--- src/hdl/cmta_pkg.sv ---
package cmta_pkg;

  // Defaults for the top-level parameters
  localparam int unsigned COMPONENT_BITS_DEF = 16;
  localparam int unsigned MAX_FACE_SIZE_DEF  = 4096;

  // Fixed field widths
  localparam int unsigned SIZE_REG_W = 13;
  localparam int unsigned TEXEL_W    = 12;
  localparam int unsigned FACE_W     = 3;
  localparam int unsigned CFG_IDX_W  = 1;

  // Depth of the queue between the classifier and the divider pipeline
  localparam int unsigned QUEUE_DEPTH = 4;

  localparam logic [SIZE_REG_W-1:0] SIZE_RESET = SIZE_REG_W'(512);

  typedef enum logic [FACE_W-1:0] {
    FACE_XP = 3'd0,
    FACE_XN = 3'd1,
    FACE_YP = 3'd2,
    FACE_YN = 3'd3,
    FACE_ZP = 3'd4,
    FACE_ZN = 3'd5
  } face_e;

  typedef enum logic [CFG_IDX_W-1:0] {
    CFG_FACE_WIDTH  = 1'b0,
    CFG_FACE_HEIGHT = 1'b1
  } cfg_reg_e;

  // Bits needed to hold an effective face size (and a quotient) up to max_size
  function automatic int unsigned size_bits(int unsigned max_size);
    return $clog2(max_size + 1);
  endfunction

  // Width of one classified item: face, zero flag, column, row, magnitude, sizes
  function automatic int unsigned item_bits(int unsigned cb, int unsigned sw);
    return FACE_W + 1 + 3 * cb + 2 * sw;
  endfunction

endpackage

--- src/hdl/cmta_intf.sv ---
interface cmta_dir_if #(
  parameter int unsigned CB = cmta_pkg::COMPONENT_BITS_DEF
);
  logic                 valid;
  logic                 ready;
  logic signed [CB-1:0] dir_x;
  logic signed [CB-1:0] dir_y;
  logic signed [CB-1:0] dir_z;

  modport source (output valid, dir_x, dir_y, dir_z, input ready);
  modport sink   (input valid, dir_x, dir_y, dir_z, output ready);
endinterface

interface cmta_res_if;
  logic                           valid;
  logic                           ready;
  logic [cmta_pkg::FACE_W-1:0]    face;
  logic [cmta_pkg::TEXEL_W-1:0]   texel_x;
  logic [cmta_pkg::TEXEL_W-1:0]   texel_y;
  logic                           zero_dir;

  modport source (output valid, face, texel_x, texel_y, zero_dir, input ready);
  modport sink   (input valid, face, texel_x, texel_y, zero_dir, output ready);
endinterface

interface cmta_cfg_if;
  logic                              valid;
  logic                              ready;
  logic [cmta_pkg::CFG_IDX_W-1:0]    index;
  logic [cmta_pkg::SIZE_REG_W-1:0]   data;

  modport source (output valid, index, data, input ready);
  modport sink   (input valid, index, data, output ready);
endinterface

--- src/hdl/cmta_front.sv ---
module cmta_front #(
  parameter int unsigned COMPONENT_BITS = cmta_pkg::COMPONENT_BITS_DEF,
  parameter int unsigned MAX_FACE_SIZE  = cmta_pkg::MAX_FACE_SIZE_DEF,
  localparam int unsigned SW = cmta_pkg::size_bits(MAX_FACE_SIZE),
  localparam int unsigned IW = cmta_pkg::item_bits(COMPONENT_BITS, SW)
) (
  input  logic           clk_i,
  input  logic           rst_ni,
  cmta_dir_if.sink       dir_i,
  cmta_cfg_if.sink       cfg_i,
  output logic           item_valid_o,
  input  logic           item_ready_i,
  output logic [IW-1:0]  item_o
);

  localparam int unsigned CB = COMPONENT_BITS;

  typedef struct packed {
    logic [cmta_pkg::FACE_W-1:0] face;
    logic                        zero;
    logic signed [CB-1:0]        col;
    logic signed [CB-1:0]        row;
    logic [CB-1:0]               mag;
    logic [SW-1:0]               w;
    logic [SW-1:0]               h;
  } item_t;

  logic [cmta_pkg::SIZE_REG_W-1:0] width_q, height_q;
  logic [CB-1:0] ax, ay, az;
  logic          x_pos, y_pos, z_pos;
  logic [SW-1:0] w_eff, h_eff;
  item_t         item_d, item_q;
  logic          vld_d, vld_q;
  logic          take;

  // Size registers; the user must write them only while the block is idle, which the block itself does not enforce
  assign cfg_i.ready = 1'b1;

  always_ff @(posedge clk_i or negedge rst_ni) begin
    if (!rst_ni) begin
      width_q  <= cmta_pkg::SIZE_RESET;
      height_q <= cmta_pkg::SIZE_RESET;
    end else if (cfg_i.valid) begin
      unique case (cmta_pkg::cfg_reg_e'(cfg_i.index))
        cmta_pkg::CFG_FACE_WIDTH:  width_q  <= cfg_i.data;
        cmta_pkg::CFG_FACE_HEIGHT: height_q <= cfg_i.data;
        default: ;
      endcase
    end
  end

  // Clamp sizes into 1..MAX_FACE_SIZE
  always_comb begin
    if (width_q == '0) begin
      w_eff = SW'(1);
    end else if (32'(width_q) > MAX_FACE_SIZE) begin
      w_eff = SW'(MAX_FACE_SIZE);
    end else begin
      w_eff = SW'(width_q);
    end
    if (height_q == '0) begin
      h_eff = SW'(1);
    end else if (32'(height_q) > MAX_FACE_SIZE) begin
      h_eff = SW'(MAX_FACE_SIZE);
    end else begin
      h_eff = SW'(height_q);
    end
  end

  // Magnitudes and signs of the components
  assign ax = dir_i.dir_x[CB-1] ? (~$unsigned(dir_i.dir_x) + 1'b1) : $unsigned(dir_i.dir_x);
  assign ay = dir_i.dir_y[CB-1] ? (~$unsigned(dir_i.dir_y) + 1'b1) : $unsigned(dir_i.dir_y);
  assign az = dir_i.dir_z[CB-1] ? (~$unsigned(dir_i.dir_z) + 1'b1) : $unsigned(dir_i.dir_z);
  assign x_pos = !dir_i.dir_x[CB-1] && (dir_i.dir_x != '0);
  assign y_pos = !dir_i.dir_y[CB-1] && (dir_i.dir_y != '0);
  assign z_pos = !dir_i.dir_z[CB-1] && (dir_i.dir_z != '0);

  // Pick the major axis; ties fall to the later axis
  always_comb begin
    item_d.zero = (ax == '0) && (ay == '0) && (az == '0);
    item_d.w    = w_eff;
    item_d.h    = h_eff;
    priority if ((ax > ay) && (ax > az)) begin
      item_d.face = x_pos ? cmta_pkg::FACE_XP : cmta_pkg::FACE_XN;
      item_d.col  = dir_i.dir_z;
      item_d.row  = dir_i.dir_y;
      item_d.mag  = ax;
    end else if (ay > az) begin
      item_d.face = y_pos ? cmta_pkg::FACE_YP : cmta_pkg::FACE_YN;
      item_d.col  = dir_i.dir_x;
      item_d.row  = dir_i.dir_z;
      item_d.mag  = ay;
    end else begin
      item_d.face = z_pos ? cmta_pkg::FACE_ZP : cmta_pkg::FACE_ZN;
      item_d.col  = dir_i.dir_x;
      item_d.row  = dir_i.dir_y;
      item_d.mag  = az;
    end
  end

  // Hold one classified beat until the queue takes it
  assign dir_i.ready = !vld_q || item_ready_i;
  assign take        = dir_i.valid && dir_i.ready;

  always_comb begin
    vld_d = vld_q;
    if (take) begin
      vld_d = 1'b1;
    end else if (item_ready_i) begin
      vld_d = 1'b0;
    end
  end

  always_ff @(posedge clk_i or negedge rst_ni) begin
    if (!rst_ni) begin
      vld_q <= 1'b0;
    end else begin
      vld_q <= vld_d;
    end
  end

  always_ff @(posedge clk_i) begin
    if (take) begin
      item_q <= item_d;
    end
  end

  assign item_valid_o = vld_q;
  assign item_o       = item_q;

endmodule

--- src/hdl/cmta_fifo.sv ---
module cmta_fifo #(
  parameter int unsigned DATA_W = 8,
  parameter int unsigned DEPTH  = cmta_pkg::QUEUE_DEPTH
) (
  input  logic              clk_i,
  input  logic              rst_ni,
  input  logic              wr_valid_i,
  output logic              wr_ready_o,
  input  logic [DATA_W-1:0] wr_data_i,
  output logic              rd_valid_o,
  input  logic              rd_ready_i,
  output logic [DATA_W-1:0] rd_data_o
);

  localparam int unsigned PW = (DEPTH > 1) ? $clog2(DEPTH) : 1;
  localparam int unsigned CW = $clog2(DEPTH + 1);

  logic [DATA_W-1:0] mem [DEPTH];
  logic [PW-1:0]     wr_ptr_q, wr_ptr_d, rd_ptr_q, rd_ptr_d;
  logic [CW-1:0]     cnt_q, cnt_d;
  logic              push, pop;

  assign wr_ready_o = (cnt_q != CW'(DEPTH));
  assign rd_valid_o = (cnt_q != '0);
  assign push       = wr_valid_i && wr_ready_o;
  assign pop        = rd_valid_o && rd_ready_i;
  assign rd_data_o  = mem[rd_ptr_q];

  // Advance pointers with wrap at DEPTH
  always_comb begin
    wr_ptr_d = wr_ptr_q;
    rd_ptr_d = rd_ptr_q;
    cnt_d    = cnt_q;
    if (push) begin
      wr_ptr_d = (wr_ptr_q == PW'(DEPTH - 1)) ? '0 : wr_ptr_q + 1'b1;
    end
    if (pop) begin
      rd_ptr_d = (rd_ptr_q == PW'(DEPTH - 1)) ? '0 : rd_ptr_q + 1'b1;
    end
    if (push && !pop) begin
      cnt_d = cnt_q + 1'b1;
    end else if (pop && !push) begin
      cnt_d = cnt_q - 1'b1;
    end
  end

  always_ff @(posedge clk_i or negedge rst_ni) begin
    if (!rst_ni) begin
      wr_ptr_q <= '0;
      rd_ptr_q <= '0;
      cnt_q    <= '0;
    end else begin
      wr_ptr_q <= wr_ptr_d;
      rd_ptr_q <= rd_ptr_d;
      cnt_q    <= cnt_d;
    end
  end

  always_ff @(posedge clk_i) begin
    if (push) begin
      mem[wr_ptr_q] <= wr_data_i;
    end
  end

endmodule

--- src/hdl/cmta_back.sv ---
module cmta_back #(
  parameter int unsigned COMPONENT_BITS = cmta_pkg::COMPONENT_BITS_DEF,
  parameter int unsigned MAX_FACE_SIZE  = cmta_pkg::MAX_FACE_SIZE_DEF,
  localparam int unsigned SW = cmta_pkg::size_bits(MAX_FACE_SIZE),
  localparam int unsigned IW = cmta_pkg::item_bits(COMPONENT_BITS, SW)
) (
  input  logic           clk_i,
  input  logic           rst_ni,
  input  logic           item_valid_i,
  output logic           item_ready_o,
  input  logic [IW-1:0]  item_i,
  cmta_res_if.source     res_o
);

  localparam int unsigned CB = COMPONENT_BITS;
  localparam int unsigned DW = CB + 1;        // divisor 2m
  localparam int unsigned NW = CB + 1 + SW;   // numerator (c + m) * size
  localparam int unsigned QB = SW;            // quotient bits, one per stage

  typedef struct packed {
    logic [cmta_pkg::FACE_W-1:0] face;
    logic                        zero;
    logic signed [CB-1:0]        col;
    logic signed [CB-1:0]        row;
    logic [CB-1:0]               mag;
    logic [SW-1:0]               w;
    logic [SW-1:0]               h;
  } item_t;

  typedef struct packed {
    logic [cmta_pkg::FACE_W-1:0] face;
    logic                        zero;
    logic [NW-1:0]               rem_x;
    logic [NW-1:0]               rem_y;
    logic [DW-1:0]               div;
    logic [SW-1:0]               quo_x;
    logic [SW-1:0]               quo_y;
    logic [SW-1:0]               w;
    logic [SW-1:0]               h;
  } stage_t;

  item_t             itm;
  logic [CB:0]       sum_col, sum_row;
  stage_t            st_d [QB+1];
  stage_t            st_q [QB+1];
  logic [QB:0]       vld_d, vld_q;
  logic [QB+1:0]     adv;
  logic [SW-1:0]     tx, ty;
  logic              out_vld_q, out_vld_d;
  logic [cmta_pkg::FACE_W-1:0]  out_face_q;
  logic [cmta_pkg::TEXEL_W-1:0] out_tx_q, out_ty_q;
  logic                         out_zero_q;

  assign itm = item_t'(item_i);

  // Stall chain: a stage moves when empty or when the next one moves
  always_comb begin
    adv[QB+1] = !out_vld_q || res_o.ready;
    for (int k = QB; k >= 0; k--) begin
      adv[k] = !vld_q[k] || adv[k+1];
    end
  end

  assign item_ready_o = adv[0];

  // Stage 0 sums: c + m lies in 0..2m, so the low CB+1 bits are exact
  assign sum_col = {itm.col[CB-1], itm.col} + {1'b0, itm.mag};
  assign sum_row = {itm.row[CB-1], itm.row} + {1'b0, itm.mag};

  // Stage 0 forms numerators and divisor; later stages run a restoring
  // division, one quotient bit per stage, most significant first
  always_comb begin
    logic [NW-1:0] sh;
    st_d[0].face  = itm.face;
    st_d[0].zero  = itm.zero;
    st_d[0].rem_x = NW'(sum_col) * NW'(itm.w);
    st_d[0].rem_y = NW'(sum_row) * NW'(itm.h);
    st_d[0].div   = {itm.mag, 1'b0};
    st_d[0].quo_x = '0;
    st_d[0].quo_y = '0;
    st_d[0].w     = itm.w;
    st_d[0].h     = itm.h;
    for (int k = 1; k <= QB; k++) begin
      st_d[k] = st_q[k-1];
      sh      = NW'(st_q[k-1].div) << (QB - k);
      if (st_q[k-1].rem_x >= sh) begin
        st_d[k].rem_x = st_q[k-1].rem_x - sh;
        st_d[k].quo_x = st_q[k-1].quo_x | (SW'(1) << (QB - k));
      end
      if (st_q[k-1].rem_y >= sh) begin
        st_d[k].rem_y = st_q[k-1].rem_y - sh;
        st_d[k].quo_y = st_q[k-1].quo_y | (SW'(1) << (QB - k));
      end
    end
  end

  always_comb begin
    vld_d[0] = adv[0] ? item_valid_i : vld_q[0];
    for (int k = 1; k <= QB; k++) begin
      vld_d[k] = adv[k] ? vld_q[k-1] : vld_q[k];
    end
  end

  always_ff @(posedge clk_i or negedge rst_ni) begin
    if (!rst_ni) begin
      vld_q <= '0;
    end else begin
      vld_q <= vld_d;
    end
  end

  always_ff @(posedge clk_i) begin
    for (int k = 0; k <= QB; k++) begin
      if (adv[k]) begin
        st_q[k] <= st_d[k];
      end
    end
  end

  // Clamp a quotient equal to the size down to size - 1
  assign tx = (st_q[QB].quo_x >= st_q[QB].w) ? st_q[QB].w - 1'b1 : st_q[QB].quo_x;
  assign ty = (st_q[QB].quo_y >= st_q[QB].h) ? st_q[QB].h - 1'b1 : st_q[QB].quo_y;

  // Output register; zero vector forces coordinates to zero
  assign out_vld_d = adv[QB+1] ? vld_q[QB] : out_vld_q;

  always_ff @(posedge clk_i or negedge rst_ni) begin
    if (!rst_ni) begin
      out_vld_q <= 1'b0;
    end else begin
      out_vld_q <= out_vld_d;
    end
  end

  always_ff @(posedge clk_i) begin
    if (adv[QB+1]) begin
      out_face_q <= st_q[QB].face;
      out_zero_q <= st_q[QB].zero;
      out_tx_q   <= st_q[QB].zero ? '0 : cmta_pkg::TEXEL_W'(tx);
      out_ty_q   <= st_q[QB].zero ? '0 : cmta_pkg::TEXEL_W'(ty);
    end
  end

  assign res_o.valid    = out_vld_q;
  assign res_o.face     = out_face_q;
  assign res_o.texel_x  = out_tx_q;
  assign res_o.texel_y  = out_ty_q;
  assign res_o.zero_dir = out_zero_q;

endmodule

--- src/hdl/cube_map_texel_address.sv ---
// Channel | Dir | Payload                                  | Beat taken when
// dir_i   | in  | dir_x, dir_y, dir_z (signed components)  | valid && ready
// res_o   | out | face, texel_x, texel_y, zero_dir         | valid && ready
// cfg_i   | in  | index (0 face_width, 1 face_height), data | valid && ready
//
// Throughput: one direction per cycle, sustained while res_o.ready stays high.
// Path: a direction is registered in the classifier, passes the queue and the
//   restoring divider, which resolves one quotient bit per pipeline stage, and
//   leaves through the output register.
// Reset: clears all valid bits and sets both face sizes to 512.
// Stalls: a four-beat queue sits between the classifier and the divider
//   pipeline; the pipeline fills its bubbles while the output is held.
module cube_map_texel_address #(
  parameter int unsigned COMPONENT_BITS = cmta_pkg::COMPONENT_BITS_DEF,
  parameter int unsigned MAX_FACE_SIZE  = cmta_pkg::MAX_FACE_SIZE_DEF
) (
  input  logic        clk_i,
  input  logic        rst_ni,
  cmta_dir_if.sink    dir_i,
  cmta_res_if.source  res_o,
  cmta_cfg_if.sink    cfg_i
);

  localparam int unsigned SW = cmta_pkg::size_bits(MAX_FACE_SIZE);
  localparam int unsigned IW = cmta_pkg::item_bits(COMPONENT_BITS, SW);

  logic          fr_valid, fr_ready;
  logic [IW-1:0] fr_item;
  logic          bk_valid, bk_ready;
  logic [IW-1:0] bk_item;

  // Classify and pick the face
  cmta_front #(
    .COMPONENT_BITS (COMPONENT_BITS),
    .MAX_FACE_SIZE  (MAX_FACE_SIZE)
  ) u_front (
    .clk_i        (clk_i),
    .rst_ni       (rst_ni),
    .dir_i        (dir_i),
    .cfg_i        (cfg_i),
    .item_valid_o (fr_valid),
    .item_ready_i (fr_ready),
    .item_o       (fr_item)
  );

  // Decouple front and back
  cmta_fifo #(
    .DATA_W (IW),
    .DEPTH  (cmta_pkg::QUEUE_DEPTH)
  ) u_queue (
    .clk_i      (clk_i),
    .rst_ni     (rst_ni),
    .wr_valid_i (fr_valid),
    .wr_ready_o (fr_ready),
    .wr_data_i  (fr_item),
    .rd_valid_o (bk_valid),
    .rd_ready_i (bk_ready),
    .rd_data_o  (bk_item)
  );

  // Scale and divide into texel coordinates
  cmta_back #(
    .COMPONENT_BITS (COMPONENT_BITS),
    .MAX_FACE_SIZE  (MAX_FACE_SIZE)
  ) u_back (
    .clk_i        (clk_i),
    .rst_ni       (rst_ni),
    .item_valid_i (bk_valid),
    .item_ready_o (bk_ready),
    .item_i       (bk_item),
    .res_o        (res_o)
  );

endmodule

--- src/flat_wrapper.sv ---
// flat-port wrapper written by rule: the top's interface ports become plain ports
module cube_map_texel_address_flat 
#(
  parameter int unsigned COMPONENT_BITS = cmta_pkg::COMPONENT_BITS_DEF,
  parameter int unsigned MAX_FACE_SIZE  = cmta_pkg::MAX_FACE_SIZE_DEF
)
  (clk_i, rst_ni, dir_i_valid, dir_i_dir_x, dir_i_dir_y, dir_i_dir_z, dir_i_ready, res_o_valid, res_o_face, res_o_texel_x, res_o_texel_y, res_o_zero_dir, res_o_ready, cfg_i_valid, cfg_i_index, cfg_i_data, cfg_i_ready);
  cmta_dir_if #(.CB(16)) dir_i_i ();
  cmta_res_if res_o_i ();
  cmta_cfg_if cfg_i_i ();
  input  logic clk_i;
  input  logic rst_ni;
  input wire logic [$bits(dir_i_i.valid)-1:0] dir_i_valid;
  input wire logic [$bits(dir_i_i.dir_x)-1:0] dir_i_dir_x;
  input wire logic [$bits(dir_i_i.dir_y)-1:0] dir_i_dir_y;
  input wire logic [$bits(dir_i_i.dir_z)-1:0] dir_i_dir_z;
  output wire logic [$bits(dir_i_i.ready)-1:0] dir_i_ready;
  output wire logic [$bits(res_o_i.valid)-1:0] res_o_valid;
  output wire logic [$bits(res_o_i.face)-1:0] res_o_face;
  output wire logic [$bits(res_o_i.texel_x)-1:0] res_o_texel_x;
  output wire logic [$bits(res_o_i.texel_y)-1:0] res_o_texel_y;
  output wire logic [$bits(res_o_i.zero_dir)-1:0] res_o_zero_dir;
  input wire logic [$bits(res_o_i.ready)-1:0] res_o_ready;
  input wire logic [$bits(cfg_i_i.valid)-1:0] cfg_i_valid;
  input wire logic [$bits(cfg_i_i.index)-1:0] cfg_i_index;
  input wire logic [$bits(cfg_i_i.data)-1:0] cfg_i_data;
  output wire logic [$bits(cfg_i_i.ready)-1:0] cfg_i_ready;
  assign dir_i_i.valid = dir_i_valid;
  assign dir_i_i.dir_x = dir_i_dir_x;
  assign dir_i_i.dir_y = dir_i_dir_y;
  assign dir_i_i.dir_z = dir_i_dir_z;
  assign dir_i_ready = dir_i_i.ready;
  assign res_o_valid = res_o_i.valid;
  assign res_o_face = res_o_i.face;
  assign res_o_texel_x = res_o_i.texel_x;
  assign res_o_texel_y = res_o_i.texel_y;
  assign res_o_zero_dir = res_o_i.zero_dir;
  assign res_o_i.ready = res_o_ready;
  assign cfg_i_i.valid = cfg_i_valid;
  assign cfg_i_i.index = cfg_i_index;
  assign cfg_i_i.data = cfg_i_data;
  assign cfg_i_ready = cfg_i_i.ready;
  cube_map_texel_address #(.COMPONENT_BITS(COMPONENT_BITS), .MAX_FACE_SIZE(MAX_FACE_SIZE)) u_core (.clk_i(clk_i), .rst_ni(rst_ni), .dir_i(dir_i_i), .res_o(res_o_i), .cfg_i(cfg_i_i));
endmodule
--- config.mk ---
export PLATFORM = sky130hd
export DESIGN_NAME = cube_map_texel_address_flat
export DESIGN_NICKNAME = d
export VERILOG_FILES = /design/src/hdl/cmta_pkg.sv /design/src/hdl/cmta_intf.sv /design/src/hdl/cmta_front.sv /design/src/hdl/cmta_fifo.sv /design/src/hdl/cmta_back.sv /design/src/hdl/cube_map_texel_address.sv /design/src/flat_wrapper.sv
export SDC_FILE = /design/constraint.sdc
export NUM_CORES = 2
export LEC_CHECK = 0
export BUFFER_PORTS_ARGS = -buffer_cell sky130_fd_sc_hd__buf_2
export CAP_MARGIN = 15
export CORE_MARGIN = 5
export CORE_UTILIZATION = 41
export DETAILED_ROUTE_END_ITERATION = 12
export PLACE_DENSITY = 0.56
export SYNTH_ARGS = -nofsm -noshare
export SYNTH_HDL_FRONTEND = slang
export SYNTH_SLANG_ARGS = --single-unit
export TNS_END_PERCENT = 20
--- constraint.sdc ---
create_clock -name clk_i -period 9.4 [get_ports clk_i]
set_input_delay 0.47 -clock clk_i [delete_from_list [all_inputs] [get_ports clk_i]]
set_output_delay 0.47 -clock clk_i [all_outputs]
set_load 0.02 [all_outputs]
==> reports/qor.yml <==
run_status:
  outcome: "complete, no violations"
drt:
  drt_iter0_drc: 3524
  vias_per_cell: 5.20
  route.vias.total: 66861
  drt-total-wl_um: 271000
  postRouteAntennaNets: 0
  drcViolationCount: 0
  firstDrtPassIters: 6
  detail_route.wl_per_cell_um: 21.1
floorplanning:
  die_width_um: 528
  row_count: 190
  die_height_um: 528
  core_area_um2: 268000
  starting_density_of_the_core_pct: 41.1
  top_level_ports: 98
  die-area_um2: 279000
global_route:
  pin_count_of_the_biggest_net_entering_global_routing: 109
  grt_pass1_vias: 69607
  grt_first_pass_wirelength_um: 416000
  grt_remaining_overflow: 0
  grtUsageTotal_pct: 19.3
  number_of_antenna_violations_at_the_first_check_in_global_routing: 2
clocking:
  clk_latency_ns: 0.90
  cts.root.buffer_cell: "sky130_fd_sc_hd__clkbuf_16"
  clock_tree.htree_level_count: 4
  cts_tree: "done"
  clock_tree.buffer_depth: 4
  cts-buffers-inserted: 225
  number_of_clock_sinks_seen_by_cts: 2057
  clock_pin_slew_on_the_worst_setup_and_hold_paths_ns: 0.06
placement:
  buffer_ports.inserted: 96
  gp_routability_congestion: 0.931
  detailed_place_hpwl_um: 211000
setup_path:
  crit_path_most_repeated_cell: "sky130_fd_sc_hd__fa_1"
  crit_path_end_kind: "flop"
  critical_path.slowest_cell: "sky130_fd_sc_hd__dfrtp_4"
  worst_setup_path_start_kind: "flop"
  critical_path.max_stage_delay_ns: 0.55
  cp_data_required_time_ns: 10.05
  critPathArrivalTime_ns: 9.48
  timing.setup.critical_path_class: "reg2reg"
  path_max_fanout: 29
timing:
  worst_slew_margin_rel_pct: 18.8
  timing.final.crit_share_pct: 93.9
  hold_viol_final: 0
  worstMarginPinSlew_ns: 1.21
  fmax_mhz: 113
  grt_setup_unrepaired: "no"
  slew_viol_final: 0
  fin_worst_skew_ns: 0.0783
  setup_viol: 0
  period_needed_ns: 8.83
  timing.setup.tns_ns: 0
layout:
  design.final.nets: 10224
  final_cell_mix: "sky130_fd_sc_hd__edfxtp_1 (2008), sky130_fd_sc_hd__inv_1 (848), sky130_fd_sc_hd__ha_1 (684)"
  post_route_cells_drive_above_1_share_pct: 9.45
  syn2layout_area_growth_pct: 12.5
  mostFrequentLayoutCell: "sky130_fd_sc_hd__edfxtp_1"
  fill_cells: 23926
run:
  cap_violations: 0
logic_synthesis:
  synth_top_cells_by_area: "sky130_fd_sc_hd__edfxtp_1 (55%), sky130_fd_sc_hd__ha_1 (7.8%), sky130_fd_sc_hd__fa_1 (6.5%), sky130_fd_sc_hd__inv_1 (2.9%), sky130_fd_sc_hd__xnor2_1 (2.4%)"
  synthesis.area_per_instance_um2: 12.6
  synthesis.yosys.warnings: 0
  synth_enable_flop_cells: 2008
  synth.top_cell.area_share_pct: 54.8
  synth.cell_area_um2: 110000
  syn_inst: 8752
  ys_dominant_reg_cell: "sky130_fd_sc_hd__edfxtp_1"
  post-synth-top-area-cell: "sky130_fd_sc_hd__edfxtp_1"
  synth_cell_types: 84
  postSynthRegisterBits: 2057
  mappedNetlistNets: 9860
  yosysSeqAreaShare_pct: 55.9
  synth-async-reset-ratio_pct: 2.38
min_path:
  hold_path_class: "in2reg"
==> registers in the layout, indices dropped and copies added, names as in the netlist <==
| signal | count |
|---|---|
| u_core.u_queue.wr_ptr_q | 2 |
| u_core.u_queue.mem | 312 |
| u_core.u_back.res_o.texel_y | 12 |
| u_core.u_back.st_q | 1590 |
| u_core.u_front.item_o | 78 |
| u_core.u_front.width_q | 13 |
| u_core.u_queue.cnt_q | 3 |
| u_core.u_back.res_o.texel_x | 12 |
| u_core.u_queue.rd_ptr_q | 2 |
| u_core.u_front.item_valid_o | 1 |
| u_core.u_back.res_o.zero_dir | 1 |
| u_core.u_back.res_o.face | 3 |
| u_core.u_front.height_q | 13 |
| u_core.u_back.res_o.valid | 1 |
| u_core.u_back.vld_q | 14 |
==> cell type report <==
cell class,instances,area (um^2),share of cell area [%]
flip-flops and latches,2057,61500,49.7
clock inverters,144,1700,1.37
inverters,862,3250,2.63
diodes,2,5.00,0.00404
well taps,3552,4440,3.59
multi-input cells,5680,44900,36.2
clock buffers,275,5890,4.75
repair buffers,290,2140,1.73
==> worst max-delay path: cells and delay by family, from the launching register on <==
family,cells,cell delay (ns)
simple gates,3,0.70
buf+inv,6,0.57
compound gates,11,2.71
flops,1,0.55
fa+ha+maj,7,3.25
xor+xnor,2,0.29
mux,1,0.53
==> final timing paths <==
kind,startpoint,to,slack (ns),cells after the start
hold reg to reg,u_core.u_back.st_q[0][581],u_core.u_back.st_q[0][714],0.38,0
min in group asynchronous,rst_ni,u_core.u_front.width_q[10],0.26,3
setup / recovery,u_core.u_queue.rd_ptr_q[0],u_core.u_back.st_q[0][96],0.57,30
hold / removal,dir_i_dir_z[14],u_core.u_front.item_o[56],0.08,2
setup reg to reg,u_core.u_queue.rd_ptr_q[0],u_core.u_back.st_q[0][96],0.57,30
max in group asynchronous,rst_ni,u_core.u_queue.rd_ptr_q[1],8.53,3
==> timing repair <==
action / 4_1_cts / 5_1_grt
hold buffers: 55 / 0
gates resized for setup: 0 / 2
setup endpoints to repair: 0 / 3
setup buffers: 0 / 10
endpoints found under the hold margin: 112 / 0
==> stage by stage <==
step           setup WS [ns]  hold WS [ns]  cells  util (%)  instance area, um^2
2_1_floorplan         0.0328         0.174   8752         -               110000
3_3_place_gp           0.477         0.400  12374      43.2               116000
3_5_place_dp           0.411         0.405  12374      43.2               116000
4_1_cts                0.360       0.00177  12848      46.2               124000
5_1_grt                0.128        0.0163  12861      46.3               124000
6_report               0.569        0.0823  12862      46.3               124000
==> synthesized netlist by cell type, types with 42 or more instances <==
library cell	n
sky130_fd_sc_hd__dfrtp_1	47
sky130_fd_sc_hd__nor3_1	141
sky130_fd_sc_hd__nor2b_1	110
sky130_fd_sc_hd__nand2_1	677
sky130_fd_sc_hd__nand4_1	78
sky130_fd_sc_hd__nand3_1	95
sky130_fd_sc_hd__a31oi_1	46
sky130_fd_sc_hd__or3_1	58
sky130_fd_sc_hd__o21ai_0	427
sky130_fd_sc_hd__a211oi_1	77
sky130_fd_sc_hd__o31ai_1	50
sky130_fd_sc_hd__edfxtp_1	2008
sky130_fd_sc_hd__a21oi_1	378
sky130_fd_sc_hd__and3_1	42
sky130_fd_sc_hd__nor2_1	664
sky130_fd_sc_hd__a21o_1	179
sky130_fd_sc_hd__clkbuf_1	123
sky130_fd_sc_hd__xnor2_1	298
sky130_fd_sc_hd__and2_1	55
sky130_fd_sc_hd__mux2i_1	55
sky130_fd_sc_hd__o21a_1	76
sky130_fd_sc_hd__ha_1	684
sky130_fd_sc_hd__inv_1	855
sky130_fd_sc_hd__nand2b_1	128
sky130_fd_sc_hd__nor4_1	81
sky130_fd_sc_hd__mux2_2	135
sky130_fd_sc_hd__xor2_1	279
sky130_fd_sc_hd__mux4_2	60
sky130_fd_sc_hd__fa_1	357
==> kinds of logic after synthesis <==
group	Yosys count	synth area share, %
muxes	250	3.11
buffers and inverters	1015	3.48
adders and majority gates	1041	14.3
xor gates and xnor gates	577	4.59
and+or+nand+nor	2278	9.85
AOI/OAI and AO/OA	1533	8.80
other	1	0.00341
DFF	2057	55.9
==> metal layers <==
layer  track usage [%]  vias up  wire length, um
li1                  -    32389                -
met1              21.7    32693           104000
met2              36.2     1266           144000
met3              2.23      513             8210
met4              9.22        0            14600
met5                 0        -                0
Power is left out: the tool's default activity adds up to more than one toggle a clock period on the data nets, which glitch-free logic cannot reach.
